$ cat src/rtl/sseq_pkg.sv
// shared types and constants for the stable sorted event queue
package sseq_pkg;

    localparam int QUEUE_DEPTH = 16;
    localparam int COUNT_W     = $clog2(QUEUE_DEPTH + 1);
    localparam int TIME_W      = 32;
    localparam int PID_W       = 8;
    localparam int TRANS_W     = 3;
    localparam int OCC_W       = 5;

    localparam logic CMD_INSERT = 1'b0;
    localparam logic CMD_POP    = 1'b1;

    typedef struct packed {
        logic [TIME_W-1:0]  ev_time;
        logic [PID_W-1:0]   pid;
        logic [TRANS_W-1:0] trans;
    } event_t;

    typedef struct packed {
        logic   ins;
        logic   pop;
        event_t item;
    } cell_ctl_t;

endpackage

$ cat src/rtl/sseq_cell.sv
// one slot of the sorted chain: keeps, loads, or takes a neighbor's event
module sseq_cell (
    input  logic               clk,
    input  sseq_pkg::cell_ctl_t ctl,
    input  logic               occupied,
    input  logic               left_le,
    input  sseq_pkg::event_t   left_data,
    input  sseq_pkg::event_t   right_data,
    output logic               le,
    output sseq_pkg::event_t   slot,
    output sseq_pkg::event_t   slot_next
);
    import sseq_pkg::*;

    event_t slot_reg;

    // an occupied slot stays put when its time is not later than the new one
    assign le   = occupied && !(slot_reg.ev_time > ctl.item.ev_time);
    assign slot = slot_reg;

    always_comb
    begin
        slot_next = slot_reg;
        if (ctl.ins)
        begin
            if (!le)
            begin
                slot_next = left_le ? ctl.item : left_data;
            end
        end
        else if (ctl.pop)
        begin
            slot_next = right_data;
        end
    end

    always_ff @(posedge clk)
    begin
        slot_reg <= slot_next;
    end

endmodule

$ cat src/rtl/stable_sorted_event_queue.sv
// top level of the stable sorted event queue
// Holds up to QUEUE_DEPTH events in a chain of slots kept sorted by timestamp, events with
// equal times staying in arrival order. A request (insert or pop) is taken in any cycle in
// which start is high; busy never rises, so one request per clock is sustained. Each request
// gives exactly one result, shown with done in the cycle after the request, since
// every slot compares against the new timestamp and shifts in the same clock. The receiver
// cannot stall, so results must be captured when done is high. An insert into a full queue
// is dropped and reported with overflow; a pop on an empty queue returns popped_valid low.
module stable_sorted_event_queue (
    input  logic                          clk,
    input  logic                          rst_n,
    input  logic                          start,
    output logic                          busy,
    input  logic                          command,
    input  logic [sseq_pkg::TIME_W-1:0]   event_time,
    input  logic [sseq_pkg::PID_W-1:0]    process_id,
    input  logic [sseq_pkg::TRANS_W-1:0]  transition_code,
    output logic                          done,
    output logic                          popped_valid,
    output logic [sseq_pkg::TIME_W-1:0]   popped_time,
    output logic [sseq_pkg::PID_W-1:0]    popped_process,
    output logic [sseq_pkg::TRANS_W-1:0]  popped_transition,
    output logic                          overflow,
    output logic                          head_valid,
    output logic [sseq_pkg::TIME_W-1:0]   head_time,
    output logic [sseq_pkg::OCC_W-1:0]    occupancy
);
    import sseq_pkg::*;

    logic               accept;
    logic               is_pop;
    logic               full;
    logic               empty;
    cell_ctl_t          ctl;
    logic [COUNT_W-1:0] count_reg;
    logic [COUNT_W-1:0] count_next;
    event_t             slot      [QUEUE_DEPTH];
    event_t             slot_next [QUEUE_DEPTH];
    logic               le        [QUEUE_DEPTH];

    logic               done_reg;
    logic               popped_valid_reg;
    event_t             popped_reg;
    logic               overflow_reg;
    logic               head_valid_reg;
    logic [TIME_W-1:0]  head_time_reg;
    logic [OCC_W-1:0]   occupancy_reg;

    assign busy   = 1'b0;
    assign accept = start && !busy;
    assign is_pop = (command == CMD_POP);
    assign full   = (count_reg == COUNT_W'(QUEUE_DEPTH));
    assign empty  = (count_reg == '0);

    always_comb
    begin
        ctl.ins  = accept && !is_pop && !full;
        ctl.pop  = accept && is_pop && !empty;
        ctl.item = '{ev_time: event_time, pid: process_id, trans: transition_code};
    end

    always_comb
    begin
        count_next = count_reg;
        if (ctl.ins)
        begin
            count_next = count_reg + COUNT_W'(1);
        end
        else if (ctl.pop)
        begin
            count_next = count_reg - COUNT_W'(1);
        end
    end

    for (genvar i = 0; i < QUEUE_DEPTH; i++)
    begin : g_cell
        logic   left_le_w;
        event_t left_w;
        event_t right_w;

        if (i == 0)
        begin : g_first
            assign left_le_w = 1'b1;
            assign left_w    = ctl.item;
        end
        else
        begin : g_mid
            assign left_le_w = le[i-1];
            assign left_w    = slot[i-1];
        end

        if (i == QUEUE_DEPTH - 1)
        begin : g_last
            assign right_w = slot[i];
        end
        else
        begin : g_inner
            assign right_w = slot[i+1];
        end

        sseq_cell u_cell (
            .clk        (clk),
            .ctl        (ctl),
            .occupied   (COUNT_W'(i) < count_reg),
            .left_le    (left_le_w),
            .left_data  (left_w),
            .right_data (right_w),
            .le         (le[i]),
            .slot       (slot[i]),
            .slot_next  (slot_next[i])
        );
    end

    always_ff @(posedge clk or negedge rst_n)
    begin
        if (!rst_n)
        begin
            count_reg <= '0;
            done_reg  <= 1'b0;
        end
        else
        begin
            count_reg <= count_next;
            done_reg  <= accept;
        end
    end

    always_ff @(posedge clk)
    begin
        if (accept)
        begin
            popped_valid_reg <= ctl.pop;
            popped_reg       <= ctl.pop ? slot[0] : '0;
            overflow_reg     <= !is_pop && full;
            head_valid_reg   <= (count_next != '0);
            head_time_reg    <= (count_next != '0) ? slot_next[0].ev_time : '0;
            occupancy_reg    <= OCC_W'(count_next);
        end
    end

    assign done              = done_reg;
    assign popped_valid      = popped_valid_reg;
    assign popped_time       = popped_reg.ev_time;
    assign popped_process    = popped_reg.pid;
    assign popped_transition = popped_reg.trans;
    assign overflow          = overflow_reg;
    assign head_valid        = head_valid_reg;
    assign head_time         = head_time_reg;
    assign occupancy         = occupancy_reg;

    a_count_bound: assert property (@(posedge clk) disable iff (!rst_n)
        count_reg <= COUNT_W'(QUEUE_DEPTH))
        else $error("event count beyond depth");

    a_head_sorted: assert property (@(posedge clk) disable iff (!rst_n)
        count_reg >= COUNT_W'(2) |-> !(slot[0].ev_time > slot[1].ev_time))
        else $error("head slots out of order");

    a_overflow_full: assert property (@(posedge clk) disable iff (!rst_n)
        accept && !is_pop && full |=> done && overflow && count_reg == $past(count_reg))
        else $error("overflow insert changed the queue");

    a_pop_count: assert property (@(posedge clk) disable iff (!rst_n)
        ctl.pop |=> popped_valid && count_reg == $past(count_reg) - COUNT_W'(1))
        else $error("pop did not remove one event");

    a_head_valid: assert property (@(posedge clk) disable iff (!rst_n)
        done |-> head_valid == (count_reg != '0))
        else $error("head_valid disagrees with count");

endmodule

$ cat config.mk
export PLATFORM = sky130hd
export DESIGN_NAME = stable_sorted_event_queue
export DESIGN_NICKNAME = d
export VERILOG_FILES = /design/src/rtl/sseq_pkg.sv /design/src/rtl/sseq_cell.sv /design/src/rtl/stable_sorted_event_queue.sv
export SDC_FILE = /design/constraint.sdc
export NUM_CORES = 2
export LEC_CHECK = 0
export ABC_AREA = 1
export ABC_CLOCK_PERIOD_IN_PS = 3650
export BUFFER_PORTS_ARGS = -buffer_cell sky130_fd_sc_hd__buf_2
export CORE_ASPECT_RATIO = 0.9
export CORE_MARGIN = 2
export CORE_UTILIZATION = 30
export DETAILED_ROUTE_END_ITERATION = 6
export GPL_TIMING_DRIVEN = 0
export HOLD_SLACK_MARGIN = 0.06
export PLACE_DENSITY = 0.43
export SLEW_MARGIN = 20
export SYNTH_ARGS = -nofsm -noshare
export SYNTH_HDL_FRONTEND = slang
export SYNTH_HIERARCHICAL = 1
export SYNTH_SLANG_ARGS = --single-unit
$ cat constraint.sdc
create_clock -name clk -period 3.65 [get_ports clk]
set_input_delay 0.1825 -clock clk [delete_from_list [all_inputs] [get_ports clk]]
set_output_delay 0.1825 -clock clk [all_outputs]
set_load 0.03 [all_outputs]
## Yosys cells after proc, flatten, opt, wreduce, memory -nomap -nowiden

Index checks and enable logic that the tools add are counted.

- Register bits: 777
- Logic and storage cells: 230
- Bits of input ports: 47
- Output and inout port bits: 85

- $lt $le $gt $ge: 32
- Bitwise operators: 1
- Mux-type cells: 62
- $add $sub $neg: 2
- Reductions and logical operators: 59
- Equal/unequal tests: 16

Operators with widths:

| operator | count |
|---|---|
| $mux 43 | 60 |
| $gt 32x32->1 | 16 |
| $lt 4x5->1 const A | 8 |
| $reduce_and 2->1 | 16 |
| $ne 2x2->1 const B | 15 |
| $logic_and 1x1->1 | 21 |
| $lt 3x5->1 const A | 4 |
| $logic_not 1->1 | 19 |
| $lt 1x5->1 const A | 2 |
| $lt 2x5->1 const A | 2 |
| $mux 5 | 2 |
| $add 5x1->5 const B | 1 |
| $eq 5x5->1 const B | 1 |
| $logic_not 5->1 | 1 |
| $reduce_bool 5->1 | 1 |
| $sub 5x1->5 const B | 1 |
| $reduce_bool 2->1 | 1 |
| $not 1->1 | 1 |

## Longest topological paths before layout

- Depth after elaboration: 6
- Mapped depth: 24

## Cells and area by module

Netlist, hierarchy kept.

Modules (own cells, without submodules):

| module | area an instance (um^2) | cells each | sequential area each (um^2) | times used |
|---|---|---|---|---|
| sseq_cell (g_cell[0].u_cell ...) | 3673.5 | 604 | 860.8 | 15 |
| stable_sorted_event_queue | 3757.4 | 340 | 2642.5 | 1 |
| sseq_cell (g_cell[9].u_cell) | 3687.3 | 605 | 860.8 | 1 |

## Worst setup path before layout

OpenSTA, ideal clock, no wires.

- Path kind: register -> register
- Start point: reg count_reg[0]
- End point: reg head_time_reg[13] (netlist: head_time[13]), data pin
- Period minus slack after synthesis: 3031 ps
- Setup slack: 619 ps
- Data required time: 3398 ps
- Buffers on the path: 4
- Stages on the path, launching flop included: 16
- Arrival: 2779 ps
- Cells stage by stage: dfrtp_1 -> inv_1 -> ha_1 -> nand3_4 -> nand2_2 -> buf_6 -> clkbuf_1 -> inv_1 -> inv_2 -> clkbuf_1 -> buf_1 -> a21oi_1 -> o21ai_0 -> nand2_1 -> inv_1 -> nor2_2

RTL lines:

| element | line | text |
|---|---|---|
| from (decl) | stable_sorted_event_queue.sv:35 | `logic [COUNT_W-1:0] count_reg;` |
| from (signal assigned) | stable_sorted_event_queue.sv:123 | `count_reg <= count_next;` |
| to (signal assigned) | stable_sorted_event_queue.sv:136 | `head_time_reg <= (count_next != '0) ? slot_next[0].ev_time : '0;` |
| to (decl) | stable_sorted_event_queue.sv:46 | `logic [TIME_W-1:0] head_time_reg;` |

==> metrics.yaml <==
status: "finished, final reports clean"
max_freq_mhz: 285
grt_pass1_vias: 62211
placed_area_um2: 66700
numCtsBuffers: 102
total_power_mw: 69.7
layout_min_cycle_time_ns: 3.51
insertion_delay_ns: 0.76
cp-end-kind: "flip-flop"
p_comb_share_pct: 58.5
hold_viol: 0
routedWlPerCell_um: 17.5
min_path_type: "in2reg"
firstDrtPassIters: 5
tightestPinTransition_ns: 1.04
reg2reg_to: "g_cell[5].u_cell/slot[16]"
final_cell_mix: "nand2_1 (2492), nand3_1 (1419), inv_1 (1375), o21ai_0 (1178), a21oi_1 (880)"
arrival_ns: 4.16
grt_setup_unrepaired: "false"
die_x_um: 485
area_growth_pct: 12.2
fin_area_um2: 70200
final_common_cell: "nand2_1"
pwr_density_cell_nw_per_um2: 993
yosys_warnings: 6
crit_path_start_kind: "flip-flop"
cts_max_level: 3
drive_gt1_share_pct: 6.77
drc: 0
largest_reg_flops: 688
grt_max_degree: 62
reg2regPathDepth: 13
seqPwrFrac_pct: 26.2
dpl.hpwl_mm: 196
via_per_inst: 4.74
switching_share_pct: 51.2
startpoint: "count_reg[0]"
hold_ws_ns: 0.142
drtIter0Drc: 2929
path_clk_slew_ns: 0.06
core_um2: 207000
worstPathRequired_ns: 4.30
dieArea_um2: 212000
p_switching_mw: 35.7
min_path_cells: 5
finish.utilization_pct: 34.0
reg2reg_slack_ns: 0.14
rows: 158
ir_drop_v: 0.000491
path_max_fanout: 19
crit_type: "reg2reg"
p_int_mw: 34.1
p_clk_share_pct: 15.3
avgSynthCellArea_um2: 6.25
grt_overflow: 0
via_count: 61814
antenna_found_initial: 2
synth_cells: 10004
reg2reg_from: "count_reg[0]"
track_usage_pct: 21.2
critPathSlowestCell: "clkbuf_1"
p_leak_nw: 35.7
nets: 10793
cts_tree: "yes"
fin_worst_skew_ns: 0.0322
syn_area_um2: 62500
port_buffers: 130
setup_viol: 0
clk_path_buf_depth: 3
crit_end: "g_cell[5].u_cell/slot[16]"
die_h_um: 437
ant_nets: 0
gp_congestion: 0.868
cts.sinks: 777
max_slew_margin_pct: 30.7
max_stage_delay_ns: 0.55
cp_cell_sequence: "inv_1 -> ha_1 -> nand3_4 -> nand2_2 -> buf_6 -> inv_2 -> buf_12 -> inv_2 -> clkbuf_1 -> clkbuf_1 -> a21oi_1 -> o21ai_0 -> nand2_1"
fin_crit_sh_pct: 96.2
routed_wl_mm: 228
slew_viol_final: 0
ioPinCount: 132
grt_pass1_wl_mm: 355
start_util_pct: 30.3
cap_violations: 0
cts_root_buffer: "clkbuf_16"
==> critical path: cells and delay by family (launching register included) <==
family,cells,cell delay [ns]
buffers and inverters,7,2.06
AOI/OAI and AO/OA,2,0.24
and+or+nand+nor,3,0.27
adders and majority gates,1,0.28
DFF,1,0.48
==> how the worst min path moves through the flow <==
stage	from	end	slack, ns
6_report	process_id[3]	g_cell[0].u_cell/slot[6]	0.14
2_1_floorplan	rst_n	count_reg[0]	-0.11
3_5_place_dp	rst_n	done	0.02
3_3_place_gp	rst_n	done	0.02
5_1_grt	process_id[4]	g_cell[3].u_cell/slot[7]	0.12
4_1_cts	process_id[4]	g_cell[2].u_cell/slot[7]	0.06
==> metal layers <==
| layer | GRT usage (%) | vias up | part of all wire, % |
|---|---|---|---|
| li1 | - | 33268 | - |
| met5 | 0 | - | 0 |
| met1 | 23.3 | 27333 | 41 |
| met4 | 8.70 | 0 | 4.2 |
| met3 | 1.92 | 349 | 2.3 |
| met2 | 41.1 | 864 | 52 |
==> power by group through the flow <==
stage	logic, mW	clock network (mW)	registers, mW
after global placement	40.5	0	18.3
after detailed placement	41.1	0	18.5
final	40.8	10.7	18.3
after floorplan	30.4	0	16.4
after CTS	41.3	11.0	18.3
after global routing	46.9	11.3	19.1
==> repair_timing <==
| item | in CTS | in global routing |
|---|---|---|
| buffers inserted | 1 | 0 |
| cloned | 0 | 0 |
| setup endpoints to repair | 721 | 574 |
| hold endpoints to repair | 42 | 0 |
| gates resized for setup | 19 | 111 |
| hold buffers | 6 | 0 |
==> cell type report <==
type	count	area, um2
multi-input combinational	7137	37700
tap	2720	3400
buffer	632	3110
sequential	777	16400
antenna	2	5.00
fill	22658	136000
clock buffer	155	2950
timing repair buffer	139	781
inverter	1441	5420
clock inverter	32	463
==> metrics by stage <==
step,cells,setup slack (ns),setup TNS (ns)
floorplan,10005,0.619,0
global placement,12855,-2.17,-1295.59
detailed placement,12857,-0.839,-387.58
CTS,13046,0.00561,0
global route,13034,0.000159,0
finish,13035,0.140,0
(Power assumes the default switching activity.)
